**src/spfc_pkg.sv**
```systemverilog
`default_nettype none

package spfc_pkg;

   // Body and payload geometry
   localparam int BODY_BYTES    = 64;
   localparam int PAYLOAD_BYTES = 60;
   localparam int BODY_AW       = $clog2(BODY_BYTES);
   localparam int PAY_W         = (PAYLOAD_BYTES > 1) ? $clog2(PAYLOAD_BYTES) : 1;

   // Request message limits
   localparam int REQ_MAX_BYTES = 8;

   // Configuration port
   localparam int CSR_IDX_W  = 4;
   localparam int CSR_DATA_W = 64;

   localparam logic [CSR_IDX_W-1:0] CSR_TIMEOUT_RELOAD = CSR_IDX_W'(0);
   localparam logic [CSR_IDX_W-1:0] CSR_REQUEST_BYTES  = CSR_IDX_W'(1);
   localparam logic [CSR_IDX_W-1:0] CSR_REQUEST_LENGTH = CSR_IDX_W'(2);
   localparam logic [CSR_IDX_W-1:0] CSR_PAYLOAD_OFFSET = CSR_IDX_W'(3);

   // Event kinds
   localparam logic [1:0] FUNC_RX      = 2'd0;
   localparam logic [1:0] FUNC_TICK    = 2'd1;
   localparam logic [1:0] FUNC_TX_DONE = 2'd2;

   // Result kinds
   localparam logic [1:0] KIND_TX      = 2'd0;
   localparam logic [1:0] KIND_PAYLOAD = 2'd1;
   localparam logic [1:0] KIND_FAIL    = 2'd2;

   typedef struct packed {
      logic [1:0] func;
      logic [7:0] rx_data;
   } req_type;

   typedef struct packed {
      logic [1:0] kind;
      logic [7:0] data;
      logic [5:0] position;
      logic       last;
   } rsp_type;

endpackage

`default_nettype wire

```
**src/serial_poll_frame_checksum_unit.sv**
```systemverilog
`default_nettype none

// Channel   Direction  Handshake              Payload
// req_      in         req_valid/req_ready    req_data (func, rx_data)
// rsp_      out        rsp_valid/rsp_ready    rsp_data (kind, data, position, last)
// csr_      in         csr_we                 csr_index, csr_wdata
//
// One request at a time. A request that does not poll passes from decide to the
// transmit state and back to idle, emitting a transmit byte when one is pending. A
// polling request adds one sweep over the body memory's read port, then a read and
// an emit per payload byte, or a single failure result on a checksum failure.
// Synchronous active-high reset clears control state and the per-entry valid
// bits, so the body reads as zero without a clearing pass.
// Results are held in an output register; a stall on rsp_ready holds the
// sequencer, and a waiting result never blocks acceptance of the next request.
module serial_poll_frame_checksum_unit (
   input  wire                             clock,
   input  wire                             reset,
   input  wire                             req_valid,
   output logic                            req_ready,
   input  spfc_pkg::req_type               req_data,
   output logic                            rsp_valid,
   input  wire                             rsp_ready,
   output spfc_pkg::rsp_type               rsp_data,
   input  wire                             csr_we,
   input  wire  [spfc_pkg::CSR_IDX_W-1:0]  csr_index,
   input  wire  [spfc_pkg::CSR_DATA_W-1:0] csr_wdata
);
   import spfc_pkg::*;

   typedef enum logic [2:0] {
      ST_IDLE,
      ST_DECIDE,
      ST_SUM,
      ST_CHECK,
      ST_TX,
      ST_FAIL,
      ST_PRD,
      ST_PEMIT
   } state_type;

   // Configuration registers
   logic [7:0]  timeout_reload_ff;
   logic [63:0] request_bytes_ff;
   logic [3:0]  request_length_ff;
   logic [5:0]  payload_offset_ff;

   // Control state
   state_type          state_ff;
   logic [BODY_AW-1:0] rcv_idx_ff;
   logic               complete_ff;
   logic               rx_on_ff;
   logic               sending_ff;
   logic [3:0]         send_idx_ff;
   logic [7:0]         timeout_ff;
   logic               poll_ff;
   logic               ok_ff;
   logic [BODY_AW-1:0] sum_cnt_ff;
   logic [7:0]         sum_ff;
   logic [PAY_W-1:0]   pay_idx_ff;

   // Pending transmit byte
   logic               tx_pend_ff;
   logic [7:0]         tx_data_ff;
   logic [3:0]         tx_pos_ff;

   // Output register
   logic               rsp_valid_ff;
   rsp_type            rsp_ff;

   // Body memory, with per-entry valid bits standing in for the zero reset
   logic [7:0]            body_mem [BODY_BYTES];
   logic [BODY_BYTES-1:0] body_vld_ff;
   logic [7:0]            rd_data_ff;
   logic                  rd_vld_ff;

   logic                  accept;
   logic                  out_free;
   logic                  emit_now;
   logic                  mem_we;
   logic [BODY_AW-1:0]    raddr;
   logic [6:0]            pay_sum;
   logic [7:0]            rd_byte;
   logic [3:0]            len_sat;
   logic                  step_emit;
   logic [7:0]            step_byte;
   logic                  poll_now;

   assign req_ready = (state_ff == ST_IDLE);
   assign accept    = req_valid && req_ready;
   assign out_free  = !rsp_valid_ff || rsp_ready;
   assign rsp_valid = rsp_valid_ff;
   assign rsp_data  = rsp_ff;

   // Load the output register this cycle
   assign emit_now  = out_free && (((state_ff == ST_TX) && tx_pend_ff) ||
                                   (state_ff == ST_FAIL) || (state_ff == ST_PEMIT));

   assign mem_we  = accept && (req_data.func == FUNC_RX) && rx_on_ff;
   assign rd_byte = rd_vld_ff ? rd_data_ff : 8'h00;

   // Payload read index clamps to the last body byte
   assign pay_sum = 7'(pay_idx_ff) + 7'(payload_offset_ff);

   always_comb begin
      if (state_ff == ST_SUM) begin
         raddr = sum_cnt_ff;
      end else if (pay_sum > 7'(BODY_BYTES - 1)) begin
         raddr = BODY_AW'(BODY_BYTES - 1);
      end else begin
         raddr = BODY_AW'(pay_sum);
      end
   end

   // One send step: emit the next request byte, or end the send
   assign len_sat   = (request_length_ff > 4'(REQ_MAX_BYTES)) ? 4'(REQ_MAX_BYTES)
                                                               : request_length_ff;
   assign step_emit = (send_idx_ff < len_sat);
   assign step_byte = request_bytes_ff[{send_idx_ff[2:0], 3'b000} +: 8];

   assign poll_now  = complete_ff || (timeout_ff == 8'h00);

   // Configuration writes
   always_ff @(posedge clock) begin
      if (reset) begin
         timeout_reload_ff <= 8'h00;
         request_bytes_ff  <= 64'h0;
         request_length_ff <= 4'd1;
         payload_offset_ff <= 6'd0;
      end else if (csr_we) begin
         unique case (csr_index)
            CSR_TIMEOUT_RELOAD: timeout_reload_ff <= csr_wdata[7:0];
            CSR_REQUEST_BYTES:  request_bytes_ff  <= csr_wdata[63:0];
            CSR_REQUEST_LENGTH: request_length_ff <= csr_wdata[3:0];
            CSR_PAYLOAD_OFFSET: payload_offset_ff <= csr_wdata[5:0];
            default: ;
         endcase
      end
   end

   // Body memory: one write port, one registered read port
   always_ff @(posedge clock) begin
      if (mem_we) begin
         body_mem[rcv_idx_ff] <= req_data.rx_data;
      end
      rd_data_ff <= body_mem[raddr];
   end

   // Sequencer
   always_ff @(posedge clock) begin
      if (reset) begin
         state_ff     <= ST_IDLE;
         rcv_idx_ff   <= '0;
         complete_ff  <= 1'b1;
         rx_on_ff     <= 1'b1;
         sending_ff   <= 1'b0;
         send_idx_ff  <= 4'd0;
         timeout_ff   <= 8'h00;
         poll_ff      <= 1'b0;
         ok_ff        <= 1'b0;
         tx_pend_ff   <= 1'b0;
         rsp_valid_ff <= 1'b0;
         body_vld_ff  <= '0;
         rd_vld_ff    <= 1'b0;
      end else begin
         rd_vld_ff <= body_vld_ff[raddr];
         if (emit_now) begin
            rsp_valid_ff <= 1'b1;
         end else if (rsp_ready) begin
            rsp_valid_ff <= 1'b0;
         end

         unique case (state_ff)
            ST_IDLE: begin
               if (accept) begin
                  state_ff <= ST_DECIDE;
                  unique case (req_data.func)
                     FUNC_RX: begin
                        if (rx_on_ff) begin
                           body_vld_ff[rcv_idx_ff] <= 1'b1;
                           if (rcv_idx_ff == BODY_AW'(BODY_BYTES - 1)) begin
                              rcv_idx_ff  <= '0;
                              complete_ff <= 1'b1;
                           end else begin
                              rcv_idx_ff <= rcv_idx_ff + 1'b1;
                           end
                        end
                     end
                     FUNC_TICK: begin
                        if (timeout_ff != 8'h00) begin
                           timeout_ff <= timeout_ff - 8'h01;
                        end
                     end
                     FUNC_TX_DONE: begin
                        if (step_emit) begin
                           tx_pend_ff  <= 1'b1;
                           tx_data_ff  <= step_byte;
                           tx_pos_ff   <= send_idx_ff;
                           sending_ff  <= 1'b1;
                           send_idx_ff <= send_idx_ff + 4'd1;
                        end else begin
                           rx_on_ff    <= 1'b1;
                           sending_ff  <= 1'b0;
                           send_idx_ff <= 4'd0;
                        end
                     end
                     default: ;
                  endcase
               end
            end

            ST_DECIDE: begin
               poll_ff <= poll_now;
               if (poll_now) begin
                  // Start a send unless one is under way
                  if (!sending_ff) begin
                     if (step_emit) begin
                        rx_on_ff    <= 1'b0;
                        tx_pend_ff  <= 1'b1;
                        tx_data_ff  <= step_byte;
                        tx_pos_ff   <= send_idx_ff;
                        sending_ff  <= 1'b1;
                        send_idx_ff <= send_idx_ff + 4'd1;
                     end else begin
                        rx_on_ff    <= 1'b1;
                        sending_ff  <= 1'b0;
                        send_idx_ff <= 4'd0;
                     end
                  end
                  complete_ff <= 1'b0;
                  timeout_ff  <= timeout_reload_ff;
                  sum_cnt_ff  <= '0;
                  sum_ff      <= 8'h00;
                  state_ff    <= ST_SUM;
               end else begin
                  state_ff <= ST_TX;
               end
            end

            ST_SUM: begin
               // Read data arrives in the cycle after its address
               if (sum_cnt_ff != '0) begin
                  sum_ff <= sum_ff + rd_byte;
               end
               if (sum_cnt_ff == BODY_AW'(BODY_BYTES - 1)) begin
                  state_ff <= ST_CHECK;
               end else begin
                  sum_cnt_ff <= sum_cnt_ff + 1'b1;
               end
            end

            ST_CHECK: begin
               ok_ff      <= ((8'h00 - sum_ff) == rd_byte);
               pay_idx_ff <= '0;
               state_ff   <= ST_TX;
            end

            ST_TX: begin
               if (!tx_pend_ff) begin
                  state_ff <= !poll_ff ? ST_IDLE : (ok_ff ? ST_PRD : ST_FAIL);
               end else if (out_free) begin
                  rsp_ff.kind      <= KIND_TX;
                  rsp_ff.data      <= tx_data_ff;
                  rsp_ff.position  <= 6'(tx_pos_ff);
                  rsp_ff.last      <= !poll_ff;
                  tx_pend_ff       <= 1'b0;
               end
            end

            ST_FAIL: begin
               if (out_free) begin
                  rsp_ff.kind     <= KIND_FAIL;
                  rsp_ff.data     <= 8'h00;
                  rsp_ff.position <= 6'd0;
                  rsp_ff.last     <= 1'b1;
                  state_ff        <= ST_IDLE;
               end
            end

            ST_PRD: begin
               state_ff <= ST_PEMIT;
            end

            ST_PEMIT: begin
               if (out_free) begin
                  rsp_ff.kind     <= KIND_PAYLOAD;
                  rsp_ff.data     <= rd_byte;
                  rsp_ff.position <= 6'(pay_idx_ff);
                  rsp_ff.last     <= (pay_idx_ff == PAY_W'(PAYLOAD_BYTES - 1));
                  if (pay_idx_ff == PAY_W'(PAYLOAD_BYTES - 1)) begin
                     state_ff <= ST_IDLE;
                  end else begin
                     pay_idx_ff <= pay_idx_ff + 1'b1;
                     state_ff   <= ST_PRD;
                  end
               end
            end

            default: state_ff <= ST_IDLE;
         endcase
      end
   end

   // A request is worked on alone
   a_one_at_a_time: assert property (@(posedge clock) disable iff (reset)
      (req_valid && req_ready) |=> !req_ready)
      else $error("request accepted while another is in flight");

   // A send under way has always emitted at least its first byte
   a_send_index_moves: assert property (@(posedge clock) disable iff (reset)
      sending_ff |-> (send_idx_ff != 4'd0))
      else $error("send under way with send index at zero");

   // A checksum failure always closes the results of its request
   a_fail_is_last: assert property (@(posedge clock) disable iff (reset)
      (rsp_valid && (rsp_data.kind == KIND_FAIL)) |-> rsp_data.last)
      else $error("checksum failure not marked last");

   // Payload is only emitted after a passing checksum of a polling request
   a_payload_after_ok: assert property (@(posedge clock) disable iff (reset)
      (state_ff == ST_PEMIT) |-> (ok_ff && poll_ff && !tx_pend_ff))
      else $error("payload emitted without a passing poll");

endmodule

`default_nettype wire

```
**config.mk**
```make
export PLATFORM = sky130hd
export DESIGN_NAME = serial_poll_frame_checksum_unit
export DESIGN_NICKNAME = d
export VERILOG_FILES = /design/src/spfc_pkg.sv /design/src/serial_poll_frame_checksum_unit.sv
export SDC_FILE = /design/constraint.sdc
export NUM_CORES = 1
export LEC_CHECK = 0
export ABC_CLOCK_PERIOD_IN_PS = 4000
export BUFFER_PORTS_ARGS = -buffer_cell sky130_fd_sc_hd__buf_2
export CORE_AREA = 2 2 271 273
export CTS_CLUSTER_DIAMETER = 150
export DETAILED_ROUTE_END_ITERATION = 16
export DIE_AREA = 0 0 273 275
export GPL_TIMING_DRIVEN = 0
export PLACE_DENSITY = 0.63
export SYNTH_ARGS = -nofsm -noshare
export SYNTH_HDL_FRONTEND = slang
export SYNTH_SLANG_ARGS = --single-unit
```
**constraint.sdc**
```tcl
create_clock -name clock -period 4 [get_ports clock]
set_clock_uncertainty 0.05 [all_clocks]
set_input_delay 1.2 -clock clock [delete_from_list [all_inputs] [get_ports clock]]
set_output_delay 1.2 -clock clock [all_outputs]
set_load 0.005 [all_outputs]
```
Yosys cells after proc, flatten, opt, wreduce, memory -nomap -nowiden
Memory sizes are Yosys's and may differ from the RTL's. A register that Yosys moved wholly into a read port is not among the register bits.
Cells that the tools add are included.
Storage, ports and cells
  register bits: 224
  RAM bits: 512
  output and inout port bits: 19
  memories: 1
Memory list
  body_mem: words 64, bits a word 8, read ports 1, clocked after memory_dff 1, write ports 1, RTL line serial_poll_frame_checksum_unit.sv:72  | logic [7:0] body_mem [BODY_BYTES];
Operators by class
  $add $sub $neg: 8
  $lt $le $gt $ge: 6
  equality and inequality tests: 35
  shift-type cells: 1
  mux-type cells: 87
  bitwise operators: 2
  reduce and logical (&&, ||, !) cells: 41
Operators by type and width (count)
  $mux W8: 12
  $mux W17: 4
  $or A64 B64 Y64: 1
  $shiftx A64 B7 Y8: 1
  $pmux W17 S3: 1
  $pmux W8 S2: 3
  $mux W4: 11
  $mux W6: 7
  $mux W1: 29
  $mux W3: 8
  $pmux W3 S8: 1
  $pmux W6 S2: 2
  $reduce_and A6 Y1: 4
  $ne A2 B2 Y1 const B: 10
  $reduce_and A4 Y1: 5
  $reduce_and A5 Y1: 4
  $add A6 B1 Y6 const B: 3
  $eq A6 B6 Y1 const B: 3
  $ne A2 B1 Y1 const B: 9
  $pmux W4 S2: 2
  $lt A6 B7 Y1 const B: 2
  $eq A3 B3 Y1 const B: 4
  $add A8 B8 Y8: 1
  $eq A4 B2 Y1 const B: 2
  other kinds (32): 51

Depth between registers and ports, before layout
Gate-level depths: netlist of run 1.
  word-level depth: 7
  depth in mapped cells: 13
  depth with buffers taken out: 12

Least setup slack after synthesis of run 1
No wires, ideal clock.
  path type: input to register
  start: in reset
  end: reg rsp_ff (netlist bit rsp_data[0]) (enable)
  arrival: 2.840 ns
  data required time: 3.537 ns
  setup slack: 0.697 ns
  stages on the path: 3
  cells stage by stage: clkbuf_1 > buf_1 > nor3_1
Between the ends
  word-level cells in the longest chain between the ends: 2
Ends and longest elaborated chain
  start, declared: RTL line serial_poll_frame_checksum_unit.sv:18  | input wire reset,
  $not A1 Y1 (no line)
  $reduce_and A6 Y1 (no line)
  end, declared: RTL line serial_poll_frame_checksum_unit.sv:69  | rsp_type rsp_ff;
No other way between the ends.
A chain may end at the register's enable or synchronous reset.

Worst setup path in the final report of run 1
  start: reg pay_idx_ff[5]
  end: reg rd_data_ff[0] (read register of body_mem)
Between the ends
  word-level cells in the longest chain between the ends: 4
Ends and longest elaborated chain
  start, declared: RTL line serial_poll_frame_checksum_unit.sv:60  | logic [PAY_W-1:0] pay_idx_ff;
  start signal, assigned: RTL line serial_poll_frame_checksum_unit.sv:293  | pay_idx_ff <= pay_idx_ff + 1'b1;
  $add A6 B6 Y7 *: RTL line serial_poll_frame_checksum_unit.sv:103  | assign pay_sum = 7'(pay_idx_ff) + 7'(payload_offset_ff);
  $gt A7 B6 Y1: RTL line serial_poll_frame_checksum_unit.sv:108  | end else if (pay_sum > 7'(BODY_BYTES - 1)) begin
  $mux W6 *: RTL line serial_poll_frame_checksum_unit.sv:108
  $mux W6 *: RTL line serial_poll_frame_checksum_unit.sv:106  | if (state_ff == ST_SUM) begin
  end, declared: RTL line serial_poll_frame_checksum_unit.sv:74  | logic [7:0] rd_data_ff;
Every way passes the cells marked *; elsewhere a longest branch is shown, timed or not.

==> impl_metrics.py, run 1 <==
metrics = {
    "logic_synthesis": {
        "synthArstFlopShare_pct": 0,
        "synth_most_common_cell": "nand2_1",
        "synth-warning-count": 0,
        "synthCells": 2661,
        "netlist_area_um2": 30700,
        "syn_nets": 2770,
        "synth_edf_count": 561,
        "yosysTopAreaCellShare_pct": 54.8,
        "ys_seq_area_share_pct": 66.8,
        "yosys.area.top_type": "edfxtp_1",
        "synth_area_per_cell_um2": 11.5,
        "synthTopCellsByArea": "edfxtp_1 (55%), dfxtp_1 (12%), nand2_1 (7.3%)",
        "ys_types": 73,
        "ys_ff_latch": 744,
        "ys_top_cells_by_count": "nand2_1 (595), edfxtp_1 (561), nor2_1 (287)",
        "synthFlopType": "edfxtp_1",
    },
    "power_and_ir_drop": {
        "total_power_mw": 23.3,
        "switching_share_pct": 34.9,
        "p_per_area_nw_per_um2": 653,
        "leakagePower_nw": 12.4,
        "p_seq_share_pct": 37.4,
        "power_frac_comb_pct": 29.6,
        "switchingPower_mw": 8.13,
        "ir_drop_v": 0.000333,
        "clkPwrFrac_pct": 33.0,
        "p_int_mw": 15.2,
    },
    "floorplanning": {
        "pin_count": 102,
        "fp.dieArea_um2": 75100,
        "die_x_um": 273,
        "die_h_um": 275,
        "std_cell_rows": 99,
        "start_util_pct": 42.5,
        "core_region_area_um2": 72300,
    },
    "min_path": {
        "hold_class": "register to register",
    },
    "status": {
        "status": "finished, final reports clean",
    },
    "place": {
        "dp_cells": 3722,
        "detailed_place.area_um2": 32500,
        "port_buffers": 100,
        "dp_hpwl_mm": 64.7,
        "place.gp.congestion": 0.968,
    },
    "finish": {
        "fin_area_um2": 35700,
        "area_growth_pct": 16.0,
        "finish.utilization_pct": 49.3,
        "final_cells": 3872,
        "post_route_cells_drive_above_1_share_pct": 14.0,
        "layout.nets": 2954,
        "fill_cells": 6419,
    },
    "sta": {
        "worst_pin_slew_ns": 1.38,
        "finalSetupViolations": 0,
        "finalHoldViolCount": 0,
        "rsz0062_at_grt": "true",
        "fmax_mhz": 250,
        "period_needed_ns": 3.99,
        "period_share_pct": 99.8,
        "maxSlewViolCount": 0,
        "slew_headroom_pct": 8.24,
    },
    "critical_path": {
        "worstPathArrival_ns": 4.49,
        "path_max_fanout": 10,
        "worstSetupPathType": "register to register",
        "critPathRequiredTime_ns": 4.49,
        "end_kind": "register",
        "cp-start-kind": "register",
    },
    "run": {
        "cap_violations": 0,
    },
    "clock_tree": {
        "clkTransAtPathRegs_ns": 0.06,
        "cts_buffers": 79,
        "cts_hold_buf": 0,
        "cts_max_path_buffers": 3,
        "clk_latency_ns": 0.65,
        "cts.sinks": 744,
        "root_buffer": "clkbuf_16",
        "htree_levels": 3,
        "cts_tree": "done",
    },
    "routing": {
        "via_count": 22401,
        "postRouteWirelength_mm": 93.7,
        "drcViolationCount": 0,
        "drtIter0Drc": 2876,
        "routed_via_density": 5.79,
        "ant_nets": 0,
        "wire_per_inst_um": 24.2,
        "firstDrtPassIters": 6,
    },
    "grt": {
        "grt_pass1_wl_mm": 135,
        "track_usage_pct": 24.4,
        "antenna_found_initial": 1,
        "grt_max_degree": 65,
        "grt_pass1_vias": 21122,
        "grt_overflow": 0,
    },
}
==> worst paths after layout <==
path	cells after the start	slack (ns)	startpoint	to
hold / removal	2	0.40	request_bytes_ff[49]$_SDFFE_PP0P_	request_bytes_ff[49]$_SDFFE_PP0P_
setup / recovery	13	0.007	pay_idx_ff[5]$_SDFFCE_PN0P_	rd_data_ff[0]$_DFF_P_
setup reg to reg	13	0.007	pay_idx_ff[5]$_SDFFCE_PN0P_	rd_data_ff[0]$_DFF_P_
hold reg to reg	2	0.40	request_bytes_ff[49]$_SDFFE_PP0P_	request_bytes_ff[49]$_SDFFE_PP0P_
==> logic make-up after synthesis <==
kind of cell / count (synthesis) / share of synthesized area, %
DFF: 744 / 66.8
and+or+nand+nor: 1060 / 14.2
xor gates and xnor gates: 27 / 0.770
muxes: 92 / 3.69
adders and majority gates: 26 / 1.11
buffers and inverters: 188 / 2.66
AOI/OAI and AO/OA: 524 / 10.9
==> power groups by stage <==
stage | combinational (mW) | sequential (mW) | clock (mW)
floorplan | 3.85 | 8.82 | 0
global placement | 6.26 | 8.86 | 0
detailed placement | 6.34 | 8.87 | 0
CTS | 6.48 | 8.71 | 7.76
global route | 7.23 | 8.73 | 8.06
finish | 6.88 | 8.71 | 7.70
==> cell usage in the layout (no fill, tap or decap), drive strengths merged, types with 27 or more instances in the layout <==
master  netlist  layout
nand2       595     595
o21ai        53      53
dfxtp       183     183
a32oi        49      49
edfxtp      561     561
buf          71     161
a22oi        44      44
nand3        81      81
a21oi       255     255
nor2        289     289
inv          24      27
clkbuf       93     207
mux2i        65      65
==> registers in the layout (all words and copies together), names as in the netlist, 3 cells and up <==
name               flops
body_mem             512
body_vld_ff           64
timeout_ff             8
pay_idx_ff             6
sum_cnt_ff             6
request_bytes_ff      64
tx_data_ff             8
rsp_data              17
request_length_ff      4
send_idx_ff            4
tx_pos_ff              4
state_ff               3
rcv_idx_ff             6
payload_offset_ff      6
sum_ff                 8
timeout_reload_ff      8
rd_data_ff             8
==> metrics by stage <==
stage / setup WS (ns) / hold slack (ns) / setup TNS, ns
4_1_cts: -0.000280 / 0.402 / -0.000280
5_1_grt: -0.0192 / 0.416 / -0.0434
3_3_place_gp: -0.404 / 0.392 / -9.37
3_5_place_dp: -0.432 / 0.395 / -2.70
6_report: 0.00699 / 0.401 / 0
2_1_floorplan: 0.697 / 0.383 / 0
==> layout make-up <==
| cell class | count | area, µm² | area share [%] |
|---|---|---|---|
| sequential | 744 | 20500 | 57.5 |
| multi-input combinational | 1729 | 9700 | 27.2 |
| clock buffer | 101 | 2130 | 5.98 |
| tap | 959 | 1200 | 3.37 |
| buffer | 163 | 827 | 2.32 |
| clock inverter | 47 | 636 | 1.78 |
| timing repair buffer | 104 | 558 | 1.57 |
| inverter | 24 | 90.1 | 0.253 |
| antenna | 1 | 2.50 | 0.00702 |
==> worst max-delay path: stages (launching register included) <==
cell,delay (ns)
edfxtp_1,0.48
ha_1,0.33
buf_2,0.18
nand3_1,0.13
o22ai_2,0.32
o21a_1,0.26
buf_6,0.19
buf_2,0.38
buf_2,0.41
nand2_1,0.10
nand3_1,0.17
a21oi_1,0.14
nor4_2,0.49
a211o_1,0.24
==> what timing repair did <==
| item | in CTS | in global routing |
|---|---|---|
| resized for setup | 44 | 88 |
| cloned | 0 | 0 |
| pin swaps | 0 | 5 |
| endpoints found under the setup margin | 9 | 9 |
| hold endpoints to repair | 0 | 0 |
| setup buffers | 0 | 1 |
==> metal layers <==
metal  routed length, µm  global-route usage, %  vias up
li1                    -                      -    10019
met1               38700                   33.5    11115
met2               43900                   39.5     1082
met3                7990                   3.79      185
met4                3220                   8.66        0
met5                   0                      0        -
(Power assumes the default switching activity.)
==> run 2, diff against run 1 <==
--- a/config.mk
+++ b/config.mk
@@ -8,6 +8,7 @@
 export ABC_CLOCK_PERIOD_IN_PS = 4000
 export BUFFER_PORTS_ARGS = -buffer_cell sky130_fd_sc_hd__buf_2
 export CORE_AREA = 2 2 271 273
+export CTS_BUF_LIST = sky130_fd_sc_hd__clkbuf_8
 export CTS_CLUSTER_DIAMETER = 150
 export DETAILED_ROUTE_END_ITERATION = 16
 export DIE_AREA = 0 0 273 275
==> impl_metrics.py, run 2 (synthesis results as in run 1) <==
metrics = {
    "clock_tree": {
        "htree_levels": 3,
        "cts.sinks": 744,
        "clkTransAtPathRegs_ns": 0.06,
        "clk_latency_ns": 0.79,
        "cts_max_path_buffers": 3,
        "root_buffer": "clkbuf_8",
        "cts_tree": "done",
        "cts_buffers": 117,
    },
    "grt": {
        "antenna_found_initial": 1,
        "grt_max_degree": 65,
        "grt_overflow": 0,
        "grt_pass1_vias": 21435,
        "grt_pass1_wl_mm": 136,
        "track_usage_pct": 24.4,
    },
    "critical_path": {
        "critPathSlowestCell": "edfxtp_1",
        "cp-start-kind": "register",
        "critPathRequiredTime_ns": 4.53,
        "worstSetupPathType": "register to register",
        "path_max_fanout": 10,
        "worstPathArrival_ns": 4.54,
        "reg2regPathDepth": 10,
        "rrSetupSlack_ns": -0.01,
        "cp_cell_sequence": "ha_1, fa_1, or3_1, o21a_1, buf_6, clkbuf_2, clkbuf_4, o221ai_1, o2111ai_1, a211o_1",
        "cp-endpoint": "rd_data_ff[2]$_DFF_P_",
        "r2r_end": "rd_data_ff[2]$_DFF_P_",
        "critPathMaxStageDelay_ns": 0.50,
        "critPathLaunch": "pay_idx_ff[0]$_SDFFCE_PN0P_",
        "end_kind": "register",
        "r2r_start": "pay_idx_ff[0]$_SDFFCE_PN0P_",
    },
    "finish": {
        "finish.utilization_pct": 48.6,
        "post_route_cells_drive_above_1_share_pct": 14.7,
        "final_cell_mix": "nand2_1 (592), edfxtp_1 (561), nor2_1 (286)",
        "regArea_um2": 20500,
        "top_register": "body_mem",
        "area_growth_pct": 14.4,
        "multiInputGateArea_um2": 9690,
        "top_regs": "body_mem: 512 flops, body_vld_ff: 64 flops, request_bytes_ff: 64 flops",
        "final_cells": 3950,
        "layout_commonest_cell": "nand2_1",
        "fill_cells": 6543,
        "largest_reg_flops": 512,
        "layout.nets": 2995,
    },
    "status": {
        "violations": "negative setup slack",
        "status": "complete, but fails checks",
    },
    "floorplanning": {
        "die_x_um": 273,
        "std_cell_rows": 99,
        "core_region_area_um2": 72300,
        "die_h_um": 275,
        "pin_count": 102,
        "start_util_pct": 42.5,
        "fp.dieArea_um2": 75100,
    },
    "sta": {
        "finalSetupViolations": 1,
        "tns_ns": -0.0115,
        "maxSlewViolCount": 0,
        "whs_ns": 0.403,
        "slew_headroom_pct": 12.2,
        "worst_slack_ns": -0.0115,
        "worst_pin_slew_ns": 1.32,
        "finalHoldViolCount": 0,
        "period_share_pct": 100,
        "period_needed_ns": 4.01,
        "fmax_mhz": 249,
    },
    "min_path": {
        "hp-start": "request_bytes_ff[49]$_SDFFE_PP0P_",
        "hold_class": "register to register",
    },
    "power_and_ir_drop": {
        "leakagePower_nw": 12.4,
        "ir_drop_v": 0.000299,
        "total_power_mw": 21.7,
        "p_per_area_nw_per_um2": 619,
    },
    "routing": {
        "firstDrtPassIters": 6,
        "routed_via_density": 5.72,
        "postRouteWirelength_mm": 93.9,
        "ant_nets": 0,
        "drcViolationCount": 0,
        "wire_per_inst_um": 23.8,
        "drtIter0Drc": 2808,
        "via_count": 22608,
    },
    "place": {
        "dp_hpwl_mm": 64.7,
        "port_buffers": 100,
        "place.gp.congestion": 0.968,
        "dp_cells": 3722,
    },
    "run": {
        "cap_violations": 0,
    },
}
-- run 2: power by group --
group / total, mW / internal, mW / switching, mW
registers: 8.71 / 8.55 / 0.159
logic: 6.89 / 2.07 / 4.82
clock network: 6.14 / 3.06 / 3.09
total: 21.7 / 13.7 / 8.06
-- run 2: worst min path at each step --
stage,to,cells past startpoint
after floorplan,request_bytes_ff[16]$_SDFFE_PP0P_,2
after global placement,request_bytes_ff[10]$_SDFFE_PP0P_,2
after detailed placement,request_bytes_ff[49]$_SDFFE_PP0P_,2
after CTS,request_bytes_ff[49]$_SDFFE_PP0P_,2
after global routing,request_bytes_ff[61]$_SDFFE_PP0P_,2
final,request_bytes_ff[49]$_SDFFE_PP0P_,2
-- run 2: critical path, delay by kind of cell (launching register included) --
family                   cells  cell delay [ns]
AND/OR/NAND/NOR              1             0.45
AO/OA/AOI/OAI                4             1.35
flip-flops                   1             0.50
adder cells (fa/ha/maj)      2             0.68
buffers and inverters        3             0.74
-- run 2: per-layer routing --
metal | GRT usage [%] | wire length, µm | vias to the layer above
met5 | 0 | 0 | -
met4 | 9.53 | 3280 | 0
met3 | 4.43 | 8460 | 188
met2 | 39.2 | 43500 | 1193
met1 | 33.1 | 38700 | 11103
li1 | - | - | 10124
-- run 2: final cells by class --
class                           instances  area share [%]
Antenna cell                            2          0.0142
Buffer                                164            2.38
Clock buffer                          125            4.90
Clock inverter                         97            1.47
Inverter                               24           0.256
Multi-Input combinational cell       1729            27.6
Sequential cell                       744            58.4
Tap cell                              959            3.41
Timing Repair Buffer                  106            1.64
-- run 2: timing repair --
item	CTS	global route
buffers inserted	0	3
gates resized for setup	57	71
hold buffers	0	0
gates cloned	0	0
pin swaps	0	3
setup endpoints to repair	9	9
-- run 2: stage by stage --
stage / setup slack [ns] / cell area (µm²)
global placement: -0.404 / 32400
CTS: -0.0511 / 34900
floorplan: 0.697 / 30700
global route: -0.0178 / 35100
finish: -0.0115 / 35100
detailed placement: -0.432 / 32500
